[src/hdl/rcpd_pkg.sv]
`default_nettype none

package rcpd_pkg;

	localparam logic [7:0] CH_ZERO = 8'h30;
	localparam logic [7:0] CH_NINE = 8'h39;
	localparam logic [7:0] CH_LIVE = 8'h6f;  // 'o'
	localparam logic [7:0] CH_DEAD = 8'h62;  // 'b'
	localparam logic [7:0] CH_ROW  = 8'h24;  // '$'
	localparam logic [7:0] CH_END  = 8'h21;  // '!'

	localparam logic [15:0] ROW_WIDTH_RST = 16'd64;
	localparam logic [15:0] RUN_MAX_OUT   = 16'hffff;

	typedef enum logic [2:0] {
		SYM_DIGIT,
		SYM_LIVE,
		SYM_DEAD,
		SYM_ROW,
		SYM_END,
		SYM_OTHER
	} sym_class_t;

	typedef struct packed {
		logic        row_overflow;
		logic        pattern_end;
		logic        row_end;
		logic [15:0] run_length;
		logic        cell_value;
	} result_t;

	function automatic sym_class_t classify(input logic [7:0] s);
		sym_class_t c;
		case (s) inside
			[CH_ZERO:CH_NINE]: c = SYM_DIGIT;
			CH_LIVE:           c = SYM_LIVE;
			CH_DEAD:           c = SYM_DEAD;
			CH_ROW:            c = SYM_ROW;
			CH_END:            c = SYM_END;
			default:           c = SYM_OTHER;
		endcase
		return c;
	endfunction

endpackage

`default_nettype wire

[src/hdl/rcpd_core.sv]
`default_nettype none

module rcpd_core import rcpd_pkg::*; #(
	parameter int COUNT_BITS = 16
) (
	input  wire logic        clk,
	input  wire logic        arst_n,
	input  wire logic [15:0] row_width,
	input  wire logic        fire,
	input  wire logic [7:0]  symbol,
	output logic             res_valid,
	output result_t          res
);

	localparam int WW = (COUNT_BITS > 16) ? COUNT_BITS : 16;
	localparam logic [COUNT_BITS-1:0] COUNT_MAX = {COUNT_BITS{1'b1}};

	logic [COUNT_BITS-1:0] run_count_q;
	logic [15:0]           cells_left_q;
	logic                  overflow_seen_q;

	sym_class_t            cls;
	logic [COUNT_BITS+3:0] ext, prod;
	logic [COUNT_BITS-1:0] count_d, n;
	logic [WW-1:0]         n_w, left_w;
	logic                  over;
	logic [15:0]           left_d;
	logic                  ovf_d;

	assign cls = classify(symbol);

	// count * 10 + digit, saturating
	assign ext  = {4'd0, run_count_q};
	assign prod = (ext << 3) + (ext << 1) + (COUNT_BITS+4)'(4'(symbol - CH_ZERO));

	assign n      = (run_count_q == '0) ? COUNT_BITS'(1) : run_count_q;
	assign n_w    = WW'(n);
	assign left_w = WW'(cells_left_q);
	assign over   = n_w > left_w;

	always_comb begin
		count_d   = run_count_q;
		left_d    = cells_left_q;
		ovf_d     = overflow_seen_q;
		res_valid = 1'b0;
		res       = '0;
		case (cls)
			SYM_DIGIT: begin
				count_d = (prod[COUNT_BITS+3:COUNT_BITS] != 4'd0) ?
					COUNT_MAX : prod[COUNT_BITS-1:0];
			end
			SYM_LIVE, SYM_DEAD: begin
				count_d   = '0;
				left_d    = over ? 16'd0 : 16'(left_w - n_w);
				ovf_d     = overflow_seen_q | over;
				res_valid = 1'b1;
				res.cell_value   = (cls == SYM_LIVE);
				res.run_length   = (n_w > WW'(RUN_MAX_OUT)) ? RUN_MAX_OUT : n_w[15:0];
				res.row_overflow = overflow_seen_q | over;
			end
			SYM_ROW, SYM_END: begin
				count_d   = '0;
				left_d    = row_width;
				ovf_d     = 1'b0;
				res_valid = 1'b1;
				res.run_length   = cells_left_q;
				res.row_end      = 1'b1;
				res.pattern_end  = (cls == SYM_END);
				res.row_overflow = overflow_seen_q;
			end
			default: ;
		endcase
	end

	always_ff @(posedge clk or negedge arst_n) begin
		if (!arst_n) begin
			run_count_q     <= '0;
			cells_left_q    <= ROW_WIDTH_RST;
			overflow_seen_q <= 1'b0;
		end else if (fire) begin
			run_count_q     <= count_d;
			cells_left_q    <= left_d;
			overflow_seen_q <= ovf_d;
		end
	end

endmodule

`default_nettype wire

[src/hdl/rcpd_out_reg.sv]
`default_nettype none

module rcpd_out_reg import rcpd_pkg::*; (
	input  wire logic        clk,
	input  wire logic        arst_n,
	input  wire logic        load,
	input  wire result_t     res,
	output logic             can_load,
	output logic             m_axis_tvalid,
	input  wire logic        m_axis_tready,
	output logic [15:0]      m_axis_tdata,
	output logic             m_axis_tlast,
	output logic [2:0]       m_axis_tuser
);

	logic    valid_s2;
	result_t result_s2;

	assign can_load = !valid_s2 || m_axis_tready;

	always_ff @(posedge clk or negedge arst_n) begin
		if (!arst_n) begin
			valid_s2 <= 1'b0;
		end else if (can_load) begin
			valid_s2 <= load;
		end
	end

	always_ff @(posedge clk) begin
		if (can_load && load) begin
			result_s2 <= res;
		end
	end

	assign m_axis_tvalid = valid_s2;
	assign m_axis_tdata  = result_s2.run_length;
	assign m_axis_tlast  = result_s2.row_end;
	assign m_axis_tuser  = {result_s2.row_overflow, result_s2.pattern_end,
		result_s2.cell_value};

endmodule

`default_nettype wire

[src/hdl/rle_cell_pattern_decoder_top.sv]
// Channel   Dir  Signals                          Content
// s_axis    in   tvalid tready tdata[7:0]         one pattern character per word
// m_axis    out  tvalid tready tdata tlast tuser  one run per word
// cfg       in   valid ready data[15:0]           row width
//
// One character per cycle when not stalled: input register, one pass of count/row
// update, result register. A word goes valid as its character leaves the input register.
// Reset: count 0, row width 64, cells left 64, no words held.
// A stalled result holds the input register only when the held character yields a run;
// digits and ignored characters keep flowing.
`default_nettype none

module rle_cell_pattern_decoder_top import rcpd_pkg::*; #(
	parameter int COUNT_BITS = 16
) (
	input  wire logic        clk,
	input  wire logic        arst_n,
	input  wire logic        s_axis_tvalid,
	output logic             s_axis_tready,
	input  wire logic [7:0]  s_axis_tdata,   // [7:0] symbol
	output logic             m_axis_tvalid,
	input  wire logic        m_axis_tready,
	output logic [15:0]      m_axis_tdata,   // [15:0] run_length
	output logic             m_axis_tlast,   // row_end
	output logic [2:0]       m_axis_tuser,   // [0] cell_value [1] pattern_end [2] row_overflow
	input  wire logic        cfg_valid,
	output logic             cfg_ready,
	input  wire logic [15:0] cfg_data
);

	logic        valid_s1;
	logic [7:0]  symbol_s1;
	logic [15:0] row_width_q;
	logic        res_valid, can_load, advance;
	result_t     res;

	assign cfg_ready = 1'b1;

	always_ff @(posedge clk or negedge arst_n) begin
		if (!arst_n) begin
			row_width_q <= ROW_WIDTH_RST;
		end else if (cfg_valid) begin
			row_width_q <= cfg_data;
		end
	end

	assign advance       = valid_s1 && (!res_valid || can_load);
	assign s_axis_tready = !valid_s1 || advance;

	always_ff @(posedge clk or negedge arst_n) begin
		if (!arst_n) begin
			valid_s1 <= 1'b0;
		end else if (s_axis_tready) begin
			valid_s1 <= s_axis_tvalid;
		end
	end

	always_ff @(posedge clk) begin
		if (s_axis_tready && s_axis_tvalid) begin
			symbol_s1 <= s_axis_tdata;
		end
	end

	rcpd_core #(
		.COUNT_BITS(COUNT_BITS)
	) u_core (
		.clk       (clk),
		.arst_n    (arst_n),
		.row_width (row_width_q),
		.fire      (advance),
		.symbol    (symbol_s1),
		.res_valid (res_valid),
		.res       (res)
	);

	rcpd_out_reg u_out (
		.clk           (clk),
		.arst_n        (arst_n),
		.load          (advance && res_valid),
		.res           (res),
		.can_load      (can_load),
		.m_axis_tvalid (m_axis_tvalid),
		.m_axis_tready (m_axis_tready),
		.m_axis_tdata  (m_axis_tdata),
		.m_axis_tlast  (m_axis_tlast),
		.m_axis_tuser  (m_axis_tuser)
	);

endmodule

`default_nettype wire

[config.mk]
export PLATFORM = sky130hd
export DESIGN_NAME = rle_cell_pattern_decoder_top
export DESIGN_NICKNAME = d
export VERILOG_FILES = /design/src/hdl/rcpd_pkg.sv /design/src/hdl/rcpd_core.sv /design/src/hdl/rcpd_out_reg.sv /design/src/hdl/rle_cell_pattern_decoder_top.sv
export SDC_FILE = /design/constraint.sdc
export NUM_CORES = 1
export LEC_CHECK = 0
export ABC_AREA = 1
export BUFFER_PORTS_ARGS = -buffer_cell sky130_fd_sc_hd__buf_2
export CAP_MARGIN = 20
export CORE_UTILIZATION = 40
export CTS_BUF_LIST = sky130_fd_sc_hd__clkbuf_16
export DETAILED_ROUTE_END_ITERATION = 10
export GPL_TIMING_DRIVEN = 0
export HOLD_SLACK_MARGIN = 0.03
export PLACE_DENSITY = 0.54
export SYNTH_ARGS = -nofsm -noshare
export SYNTH_HDL_FRONTEND = slang
export SYNTH_SLANG_ARGS = --single-unit
[constraint.sdc]
create_clock -name clk -period 4.65 [get_ports clk]
set_input_delay 0.465 -clock clk [delete_from_list [all_inputs] [get_ports clk]]
set_output_delay 0.465 -clock clk [all_outputs]
set_load 0.01 [all_outputs]
======== Word-level counts from Yosys, hierarchy flattened ========
Index checks and enable logic that the tools add are counted.
storage, ports and cells
  bits in registers ....................... 79
  output and inout port bits .............. 23
  input bits .............................. 29
  word-level logic and storage cells ...... 66
operators by class
  equal/unequal tests ..................... 8
  add/subtract/negate cells ............... 4
  bitwise operators ....................... 1
  reductions and logical operators ........ 21
  order comparisons ....................... 4
  multiplexer cells ....................... 16
operators with widths
  cell                                                                    number
  16-bit case mux with 2 select lines                                     3
  16-bit 2-to-1 mux                                                       4
  19-bit by 17-bit adder with 20-bit output                               1
  20-bit by 4-bit adder with 20-bit output                                1
  8-bit by 6-bit == test with 1-bit output (second input constant)        2
  8-bit by 7-bit == test with 1-bit output (second input constant)        2
  16-bit > comparator                                                     1
  16-bit > comparator (second input constant)                             1
  16-bit logical NOT                                                      1
  16-bit subtractor                                                       1
  3-bit 2-to-1 mux                                                        4
  8-bit by 6-bit >= comparator with 1-bit output (second input constant)  1
  8-bit by 6-bit <= comparator with 1-bit output (second input constant)  1
  3-bit by 2-bit == test with 1-bit output (second input constant)        2
  1-bit logical AND                                                       5
  1-bit case mux with 2 select lines                                      2
  2-bit AND reduction                                                     2
  2-bit nonzero test                                                      2
  4-bit nonzero test                                                      1
  2-bit OR reduction                                                      2
  4-bit OR reduction                                                      1
  4-bit by 1-bit subtractor with 4-bit output (second input constant)     1
  3-bit by 1-bit == test with 1-bit output (second input constant)        1
  3-bit == test (second input constant)                                   1
  other kinds (5)                                                         11

======== Logic depth before layout (Yosys ltp) ========
Gate-level depths: netlist (run 1).
  word-level depth ........................ 14
  mapped depth ............................ 16

======== Modules after synthesis ========
Synthesis (run 1) repeated with hierarchy kept, for this count alone.
second synthesis, totals
  cell total of the unflattened synthesis .. 712
  area total of the unflattened synthesis .. 5570.3 µm²
modules (own cells, without submodules)
  module                        area an instance (µm²)  cells each  seq. area each (µm²)  times used
  rcpd_core                     3957.5                  599         827.0                 1
  rle_cell_pattern_decoder_top  967.2                   87          666.9                 1
  rcpd_out_reg                  645.6                   26          625.6                 1

======== Worst setup path before layout (run 1) ========
No wires, ideal clock.
  path type ............................... reg-to-reg
  start ................................... reg symbol_s1[3]
  end ..................................... reg u_core.run_count_q[10]
  arrival ................................. 2475 ps
  data required time ...................... 4534 ps
  setup slack ............................. 2059 ps
  stages on the path, launching flop included .. 16
  cell sequence ........................... edfxtp_1 > fa_1 > fa_1 > nand2_1 > nand2_1 > nand3_1 > nand2_1 > nand2_1 > nand2_1 > nand2_1 > nand2_1 > nor2_4 > buf_4 > nand3_1 > nand2_1 > nand2_1
on the way
  cells in the longest elaborated chain, start to end .. 13
  elaborated cells between the ends (all ways) .. 29
  those cells by class .................... add/sub: 2; order compare: 2; eq/ne: 8; mux: 8; reduce/logical: 9
RTL lines
  element                                                                            line                                RTL
  start, declared                                                                    rle_cell_pattern_decoder_top.sv:32  logic [7:0] symbol_s1;
  start signal, assigned                                                             rle_cell_pattern_decoder_top.sv:60  symbol_s1 <= s_axis_tdata;
  branches (longest 13 deep; another with 20-bit by 4-bit adder with 20-bit output)  n/a
  end signal, assigned                                                               rcpd_core.sv:81                     run_count_q <= count_d;
  end, declared                                                                      rcpd_core.sv:18                     logic [COUNT_BITS-1:0] run_count_q;
Parallel ways; which one is timed is not known.
A chain may end at the register's enable or synchronous reset.

======== Final worst setup path (run 1) ========
  start ................................... reg u_core.run_count_q[13]
  end ..................................... reg u_core.cells_left_q[1]
on the way
  cells in the longest elaborated chain, start to end .. 5
  elaborated cells between the ends (all ways) .. 6
  those cells by class .................... add/sub: 1; order compare: 1; mux: 3; reduce/logical: 1
RTL lines
  element                                                          line                              RTL
  16-bit logical NOT                                               rcpd_core.sv:36                   assign n = (run_count_q == '0) ? COUNT_BITS'(1) : run_count_q;
  16-bit 2-to-1 mux (*)                                            rcpd_core.sv:36
  16-bit subtractor / 16-bit > comparator (equally long branches)  rcpd_core.sv:54, rcpd_core.sv:39
  16-bit 2-to-1 mux (*)                                            rcpd_core.sv:54                   left_d = over ? 16'd0 : 16'(left_w - n_w);
  16-bit case mux with 2 select lines (*)                          rcpd_core.sv:47                   case (cls)
  end signal, assigned                                             rcpd_core.sv:82                   cells_left_q <= left_d;
  end, declared                                                    rcpd_core.sv:19                   logic [15:0] cells_left_q;
Mark *: on every way between the ends. The rest lies on a longest branch, timed or not.

==> results.toml, run 1 <==
[drt]
postRouteAntennaNets = 0
vias_per_cell = 4.88
post_drt_wl_per_cell_um = 13.6
wirelength_mm = 13.8
drtPass1Iterations = 4
vias = 4953
drc = 0
drtIter0Drc = 244

[final_layout]
stdcell_count = 1014
drive_above_1_share_pct = 12.5
fillers = 1411
fin_util_pct = 46.7
antennaDiodeCount = 0
areaGrowthSynthToFinish_pct = 13.7
finalNetCount = 909
multiInputGateArea_um2 = 2980
final-seq-area_um2 = 2120

[yosys]
synthDistinctLibCells = 41
yosysTopAreaCellShare_pct = 21.5
syn_nets = 848
synth.area.top_cells = "dfrtp_1, nand2_1, edfxtp_1"
synthCells = 768
ys_seq_area_share_pct = 37.1
avgSynthCellArea_um2 = 7.43
async_reset_ff_share_pct = 64.6
yosysWarnings = 0
synth_flop_cell = "dfrtp_1"
synth-edff-count = 28
synth_top_cell_by_area = "dfrtp_1"
syn-cell-area_um2 = 5710
ys_ff_latch = 79

[clocking]
root_buffer = "clkbuf_16"
post_cts_buffers = 0
clk_latency_ps = 340
holdBufCountCts = 0
cts_buffer_depth = 2
cts.repair.resized = 0
h-tree-depth = 3
cts_tree = "yes"
cts.clk_slew.worst_paths_ps = 60
cts_made_buffers = 9
clock_sinks = 79

[run_status]
outcome = "finished clean"

[power]
max-vdd-ir-drop_mv = 0.171
power_density_nw_per_um2 = 400
leakage_nw = 3.56

[floorplanning]
boundaryPins = 52
std_cell_rows = 43
core_um2 = 13900
die_y_um = 121
start_util_pct = 41.1
fp.dieW_um = 121
floorplan.die_area_um2 = 14800

[grt]
grt_usage_pct = 20.2
grt_pass1_vias = 4753
grt_pass1_wl_mm = 22.7
antenna_found_initial = 0
overflow = 0
grt_max_degree = 29

[setup_path]
critPathRequiredTime_ps = 4870
worstPathArrival_ps = 3300
endpoint_kind = "flip-flop"
r2r_slack_ps = 1570
critPathMaxFanout = 10
cp-start-kind = "flip-flop"
crit_type = "reg2reg"
critical_path.reg2reg.startpoint = "u_core.run_count_q[13]$_DFFE_PN0P_"
reg2regPathDepth = 16
r2r-end = "u_core.cells_left_q[1]$_DFFE_PN0P_"

[worst_hold_path]
hold_path_class = "in2async"

[timing]
setup_violations = 0
finalClockSkew_ps = 8.40
fin_tns_setup_ps = 0
period_minus_slack_ps = 3080
hold_violations = 0
timing.fmax_mhz = 325
drv_slew = 0
slew_headroom_pct = 29.8
rsz0062_at_grt = "false"
worst_pin_slew_ps = 1050
finalCritPeriodShare_pct = 66.3
fin_ws_ps = 1570

[job]
cap_viol_max_count = 0

[placement]
gp_congestion = 0.897
preCtsSetupSlack_ps = 1620
dp.cells = 998
placement.io_buffers = 49
dpl.hpwl_mm = 11.0
==> cells by family after synthesis <==
kind of cell	count (synthesis)	synth area share [%]
simple gates	385	28.5
buf+inv	148	10.6
compound gates	83	8.66
flops	79	37.1
fa+ha+maj	51	11.6
xor+xnor	15	2.30
mux	6	1.18
other cells	1	0.0657
==> where the power goes <==
group | switching [mW] | leakage [nW] | internal (mW) | total (mW)
logic | 0.599 | 2.57 | 0.418 | 1.02
registers | 0.0830 | 0.840 | 0.791 | 0.875
clock network | 0.289 | 0.146 | 0.412 | 0.701
==> registers in the layout, summed over array words and instances, names as in the netlist <==
| name | cells |
|---|---|
| row_width_q | 16 |
| symbol_s1 | 8 |
| u_core.cells_left_q | 16 |
| u_core.overflow_seen_q | 1 |
| u_core.run_count_q | 16 |
| u_out.m_axis_tdata | 16 |
| u_out.m_axis_tlast | 1 |
| u_out.m_axis_tuser | 3 |
| u_out.m_axis_tvalid | 1 |
| valid_s1 | 1 |
==> placed cells by master, fill, tap and decap left out, types with 2 or more instances in the layout <==
cell and count:
a21boi_1 13, a21o_1 2, a21oi_1 27, and2_1 2, buf_2 54, buf_4 4
buf_6 3, clkbuf_1 5, clkbuf_16 9, clkinv_2 3, dfrtp_1 49, dfstp_2 2
edfxtp_1 28, fa_1 3, ha_1 48, inv_1 125, inv_2 5, mux2_2 6
nand2_1 249, nand2_2 4, nand2_4 3, nand3_1 44, nand3_2 2, nand3b_1 2
nand4_1 5, nor2_1 58, nor2_4 2, nor3_1 8, nor4_1 5, o21ai_0 16
o21ai_1 3, o21bai_1 3, o22ai_1 15, xnor2_1 9, xor2_1 6
==> worst max-delay path: stages, from the launching register on <==
cell and delay, ps:
dfrtp_1 440, nor4_1 540, a41o_1 340, ha_1 210, fa_1 230, inv_1 50, nand3_1 60, nand2_1 110
nand3_1 120, nand2_1 120, nand3_1 110, nand2_2 100, nand2_2 150, inv_2 60, buf_4 190, nand2_1 70
a21boi_1 60
==> area by class of cell <==
type | instances | share of cell area (%)
clock inverters | 7 | 1.00
flip-flops and latches | 79 | 32.7
inverters | 131 | 7.69
plain buffers | 17 | 1.66
well taps | 180 | 3.47
clock buffers | 9 | 3.47
repair buffers | 50 | 4.09
multi-input cells | 541 | 46.0
==> worst max path at each step <==
stage	end	slack (ps)	startpoint	depth (start not counted)
after floorplan	u_core.run_count_q[10]$_DFFE_PN0P_	2060	symbol_s1[3]$_DFFE_PP_	15
after global placement	u_core.cells_left_q[15]$_DFFE_PN0P_	1600	u_core.run_count_q[13]$_DFFE_PN0P_	16
after global routing	u_core.cells_left_q[1]$_DFFE_PN0P_	1370	u_core.run_count_q[15]$_DFFE_PN0P_	16
final	u_core.cells_left_q[1]$_DFFE_PN0P_	1570	u_core.run_count_q[13]$_DFFE_PN0P_	16
after CTS	u_core.cells_left_q[1]$_DFFE_PN0P_	1610	u_core.run_count_q[13]$_DFFE_PN0P_	16
after detailed placement	u_core.cells_left_q[7]$_DFFE_PN0P_	1620	u_core.run_count_q[13]$_DFFE_PN0P_	16
==> cell usage after synthesis (all sizes together), types with 5 or more instances <==
| cell type | number |
|---|---|
| a21boi | 13 |
| a21oi | 27 |
| buf | 12 |
| clkbuf | 5 |
| dfrtp | 49 |
| edfxtp | 28 |
| ha | 48 |
| inv | 130 |
| mux2 | 6 |
| nand2 | 256 |
| nand3 | 46 |
| nand4 | 5 |
| nor2 | 61 |
| nor3 | 8 |
| nor4 | 5 |
| o21ai | 20 |
| o22ai | 15 |
| xnor2 | 9 |
| xor2 | 6 |
==> per-layer routing <==
layer  vias to the layer above  part of all wire (%)  global-route usage [%]  wire, um
met5                         -                     0                       0         0
met4                         0                   1.9                    6.64       258
met3                        18                   3.2                    3.15       447
met2                        82                    45                    32.3      6290
met1                      2285                    49                    27.7      6840
li1                       2568                     -                       -         -
==> per-stage QoR <==
| stage | power [mW] | hold WS, ps | cell area, um^2 |
|---|---|---|---|
| floorplan | 1.67 | 169 | 5710 |
| global placement | 1.90 | 486 | 6180 |
| detailed placement | 1.91 | 487 | 6200 |
| CTS | 2.62 | 137 | 6490 |
| global route | 2.81 | 163 | 6490 |
| finish | 2.59 | 125 | 6490 |
Power figures use the tool's default switching activity.
==> run 2, diff against run 1 <==
- PLACE_DENSITY: 0.54 -> 0.57
- clock period: 4.65 -> 2.7 ns (I/O delays scaled with it)
==> run 2 against run 1 <==
Net effect: routed wire length grew 10%; via count grew 3.4%; maximum frequency up 18%; final area grew 10%; combinational power increased by 130%; sequential cell count did not move; sequential share of layout area decreased by 2.8 points; critical endpoint is now u_core.cells_left_q[13]$_DFFE_PN0P_; largest power group unchanged; highest routed layer unchanged.
==> results.toml, run 2 (same netlist as run 1, synthesis figures left out) <==
[run_status]
outcome = "finished clean"

[timing]
finalCritPeriodShare_pct = 96.6
finalClockSkew_ps = 8.39
rsz0062_at_grt = "true"
hold_ws_ps = 107
slew_headroom_pct = 46.9
drv_slew = 0
timing.fmax_mhz = 383
setup_violations = 0
fin_tns_setup_ps = 0
worst_pin_slew_ps = 791
hold_violations = 0
period_minus_slack_ps = 2610

[floorplanning]
die_y_um = 121
core_um2 = 13900
floorplan.die_area_um2 = 14800
boundaryPins = 52
std_cell_rows = 43
start_util_pct = 41.1
fp.dieW_um = 121

[drt]
vias = 5120
wirelength_mm = 15.3
postRouteAntennaNets = 0
vias_per_cell = 4.92
drtIter0Drc = 271
drc = 0
drtPass1Iterations = 5
post_drt_wl_per_cell_um = 14.7

[clocking]
clock_sinks = 79
cts_tree = "yes"
root_buffer = "clkbuf_16"
cts_made_buffers = 9
cts.clk_slew.worst_paths_ps = 60
cts_buffer_depth = 2
h-tree-depth = 3
clk_latency_ps = 340

[setup_path]
critical-path-top-delay-family = "simple AND/OR/NAND/NOR gates"
critical-path-max-stage-delay_ps = 430
crit_type = "reg2reg"
crit_buf_inv = 3
critical_path.reg2reg.startpoint = "u_core.run_count_q[0]$_DFFE_PN0P_"
r2r_slack_ps = 90
critPathLaunch = "u_core.run_count_q[0]$_DFFE_PN0P_"
reg2regPathDepth = 16
r2r-end = "u_core.cells_left_q[13]$_DFFE_PN0P_"
critPathSlowestCell = "dfrtp_2"
endpoint_kind = "flip-flop"
worstPathArrival_ps = 2880
path_cells = "nor4_1, a41o_1, ha_4, fa_2, inv_2, nand3_2, nand2_2, nand3_2, nand2_4, nand3_2, nand2_4, nand2_4, inv_6, clkbuf_16, nand2_1, a21boi_1"
critPathMaxFanout = 5
cp-start-kind = "flip-flop"
critPathRequiredTime_ps = 2970

[final_layout]
antennaDiodeCount = 0
areaGrowthSynthToFinish_pct = 25.5
final_common_cell = "nand2_1"
multiInputGateArea_um2 = 3340
finalNetCount = 935
fillers = 1354
final_cell_mix = "nand2_1, inv_1, nor2_1, buf_2, nand3_1"
final-seq-area_um2 = 2140
drive_above_1_share_pct = 22.4

[grt]
grt_pass1_vias = 4946
grt_max_degree = 31
grt_usage_pct = 21.0
overflow = 0
antenna_found_initial = 0
grt_pass1_wl_mm = 23.6

[power]
leakage_nw = 3.68
power_density_nw_per_um2 = 718
fin_total_pwr_mw = 5.14
max-vdd-ir-drop_mv = 0.454

[worst_hold_path]
hold_depth = 1
hold_path_class = "in2reg"
min_to = "symbol_s1[4]$_DFFE_PP_"
worstHoldStart = "s_axis_tdata[4]"

[placement]
dpl.hpwl_mm = 11.2
placement.io_buffers = 49
gp_congestion = 0.886

[job]
cap_viol_max_count = 0
run 2: cell types whose count changed in the layout (fill, tap and decap cells not counted), sizes merged:
cell	change
clkinvlp	+3
clkbuf	+2
dlygate4sd3	+1
inv	-1
buf	+23
clkinv	-3
bufinv	+1
run 2: layout make-up:
type,instances,share of cell area (%)
Multi-Input combinational cell,541,46.7
Sequential cell,79,29.8
Inverter,131,7.09
Timing Repair Buffer,75,6.81
Clock buffer,10,3.49
Tap cell,180,3.14
Buffer,17,1.73
Clock inverter,6,1.15
Timing Repair inverter,1,0.105
run 2: worst max-delay path by stage:
stage / end / slack [ps] / cells past startpoint
5_1_grt: u_core.run_count_q[10]$_DFFE_PN0P_ / -50 / 16
3_3_place_gp: u_core.cells_left_q[1]$_DFFE_PN0P_ / -320 / 16
2_1_floorplan: u_core.run_count_q[10]$_DFFE_PN0P_ / 110 / 15
4_1_cts: u_core.run_count_q[1]$_DFFE_PN0P_ / 0.1 / 15
3_5_place_dp: u_core.cells_left_q[13]$_DFFE_PN0P_ / -370 / 16
6_report: u_core.cells_left_q[13]$_DFFE_PN0P_ / 90 / 16
run 2: metrics by stage:
step | setup WS (ps) | cells | instance area [um^2] | utilization (%)
floorplan | 109 | 768 | 5710 | -
global placement | -317 | 997 | 6180 | 44.5
detailed placement | -375 | 998 | 6200 | 44.7
CTS | 0.110 | 1031 | 6740 | 48.6
global route | -51.3 | 1040 | 7170 | 51.6
finish | 91.5 | 1040 | 7170 | 51.6
run 2: repair_timing:
item | CTS | global route
pin swaps | 7 | 19
cloned | 0 | 4
buffers inserted | 16 | 5
setup endpoints to repair | 34 | 29
resized for setup | 30 | 61
hold buffers | 1 | 0
hold endpoints to repair | 21 | 0
run 2: where the power goes:
group          internal (mW)  leakage [nW]  switching, mW
logic                   1.03          2.71           1.28
clock network          0.859         0.159          0.487
registers               1.37         0.818          0.114
total                   3.27          3.68           1.88
run 2: layer usage:
layer,wire length (um),GRT usage [%]
met5,0,0
met2,7290,34.3
met3,642,3.24
met1,7060,28.2
met4,257,6.79
==> run 3, diff against run 2 <==
- ABC_AREA: 1 -> default
==> run 3 against run 2 <==
Net effect: register-to-register slack worse by 500 ps; sequential power up 19%; worst hold slack lost 4.0 ps; largest cell class unchanged; the flow now finishes with violations (setup timing); final area is 7.0% lower; highest routed layer unchanged; area after synthesis is 9.4% lower; clock-buffer cell count unchanged; final cell count shrank 25%; first-iteration DRC count increased by 7.4%.
==> results.toml, run 3 <==
[setup_path]
critPathMaxFanout = 6
crit_type = "reg2reg"
cp-start-kind = "flip-flop"
worstPathArrival_ps = 3370
endpoint_kind = "flip-flop"
critPathRequiredTime_ps = 2960
critical_path.reg2reg.startpoint = "u_core.run_count_q[10]$_DFFE_PN0P_"
critPathLaunch = "u_core.run_count_q[10]$_DFFE_PN0P_"

[power]
power_density_nw_per_um2 = 1380
leakage_nw = 2.92
max-vdd-ir-drop_mv = 0.527

[clocking]
clock_sinks = 79
clk_latency_ps = 340
cts.clk_slew.worst_paths_ps = 60
h-tree-depth = 3
cts_tree = "yes"
cts_made_buffers = 9
cts_buffer_depth = 2
root_buffer = "clkbuf_16"

[yosys]
syn-cell-area_um2 = 5170
synthCells = 502
synthDistinctLibCells = 73
yosysTopAreaCellShare_pct = 23.7
synth_top_cell_by_area = "dfrtp_1"
synth.area.top_cells = "dfrtp_1, edfxtp_1, ha_1"
synth-edff-count = 28
synth_flop_cell = "dfrtp_1"
avgSynthCellArea_um2 = 10.3
yosysWarnings = 0
ys_ff_latch = 79
async_reset_ff_share_pct = 64.6
synth.most_common_cell = "dfrtp_1"
syn_nets = 582
ys_top_cells_by_count = "dfrtp_1, ha_1, a21oi_1"
ys_seq_area_share_pct = 41.0

[timing]
slew_headroom_pct = 38.8
hold_violations = 0
finalCritPeriodShare_pct = 115
finalClockSkew_ps = 7.66
period_minus_slack_ps = 3110
rsz0062_at_grt = "true"
drv_slew = 0
fin_ws_ps = -409
timing.fmax_mhz = 322
setup_violations = 34
worst_pin_slew_ps = 918

[worst_hold_path]
worstHoldStart = "s_axis_tdata[1]"
hold_path_class = "in2reg"

[drt]
postRouteAntennaNets = 0
drtIter0Drc = 291
vias = 4356
drtPass1Iterations = 5
vias_per_cell = 5.61
post_drt_wl_per_cell_um = 17.7
wirelength_mm = 13.8
drc = 0

[floorplanning]
core_um2 = 12600
die_y_um = 116
fp.dieW_um = 116
floorplan.die_area_um2 = 13400
boundaryPins = 52
start_util_pct = 41.0
std_cell_rows = 41

[grt]
grt_pass1_wl_mm = 21.7
grt_pass1_vias = 4155
grt_max_degree = 39
overflow = 0
grt_usage_pct = 21.6
antenna_found_initial = 0

[placement]
dpl_cell_area_um2 = 5750
placement.io_buffers = 49
dp.cells = 724
dpl.hpwl_mm = 9.59
gp_congestion = 0.880

[final_layout]
fillers = 1157
stdcell_count = 777
post-route-cell-area_um2 = 6660
antennaDiodeCount = 0
multiInputGateArea_um2 = 3170
areaGrowthSynthToFinish_pct = 28.8
final_common_cell = "buf_2"
finalNetCount = 680
final-seq-area_um2 = 2140
fin_util_pct = 52.8
final_cell_mix = "buf_2, ha_1, a21oi_1, nor2_1"
drive_above_1_share_pct = 35.0

[run_status]
outcome = "complete, but fails checks"
violations = "setup timing"

[job]
cap_viol_max_count = 0
run 3: area by class of cell:
cell class,instances,share of cell area (%)
Clock buffer,10,3.76
Multi-Input combinational cell,368,47.5
Inverter,34,1.93
Sequential cell,79,32.1
Tap cell,172,3.23
Buffer,20,1.82
Clock inverter,6,0.488
Timing Repair Buffer,88,9.13
run 3: repair_timing:
item / CTS / global route
pin swaps: 18 / 11
gates resized for setup: 43 / 32
hold buffers: 1 / 0
setup buffers: 29 / 7
gates cloned: 1 / 0
endpoints found under the hold margin: 12 / 0
endpoints found under the setup margin: 54 / 55
run 3: critical path, cell delays in order, from the launching register on:
cell and delay [ps]:
dfrtp_2 390, nor4_4 60, a41o_1 250, ha_2 200, fa_2 340, nand3b_1 240, a211oi_4 400, nor4_4 80
a2111oi_4 350, o21ba_4 230, buf_12 140, buf_12 130, a221oi_2 50, nor2_1 140
run 3: kinds of logic after synthesis:
logic type,after synthesis,share of synthesized area (%)
muxes,18,3.87
adders and majority gates,51,12.8
other,1,0.0725
buffers and inverters,55,4.43
AOI/OAI and AO/OA,160,22.4
xor gates and xnor gates,18,3.05
and+or+nand+nor,120,12.4
DFF,79,41.0
run 3: power breakdown:
part / internal [mW] / switching (mW)
Sequential: 1.52 / 0.251
Combinational: 2.69 / 3.61
Clock: 0.670 / 0.470
Total: 4.88 / 4.33
run 3: stage by stage:
stage	setup TNS, ps	hold slack [ps]	total power, mW	setup slack (ps)
floorplan	-962	-25.6	5.78	-68.1
global placement	-18560	446	6.76	-676
detailed placement	-19910	208	6.87	-644
CTS	-10410	91.9	8.77	-400
global route	-14650	92.5	9.95	-502
finish	-10570	103	9.21	-409
run 3: worst paths after layout:
kind / endpoint / slack, ps / cells past startpoint
worst max-delay path: u_core.cells_left_q[10]$_DFFE_PN0P_ / -410 / 13
worst min-delay path: symbol_s1[1]$_DFFE_PP_ / 100 / 1
worst max register to register: u_core.cells_left_q[10]$_DFFE_PN0P_ / -410 / 13
worst min register to register: row_width_q[14]$_DFFE_PN0P_ / 500 / 1
max in group asynchronous: u_core.cells_left_q[6]$_DFFE_PN1P_ / 1740 / 3
min in group asynchronous: row_width_q[5]$_DFFE_PN0P_ / 380 / 2
run 3: routing by layer:
layer | part of all wire (%) | track usage (%) | vias to the layer above
li1 | - | - | 2073
met1 | 46 | 29.8 | 2121
met2 | 47 | 34.8 | 139
met3 | 5.3 | 3.82 | 23
met4 | 2.0 | 6.84 | 0
met5 | 0 | 0 | -
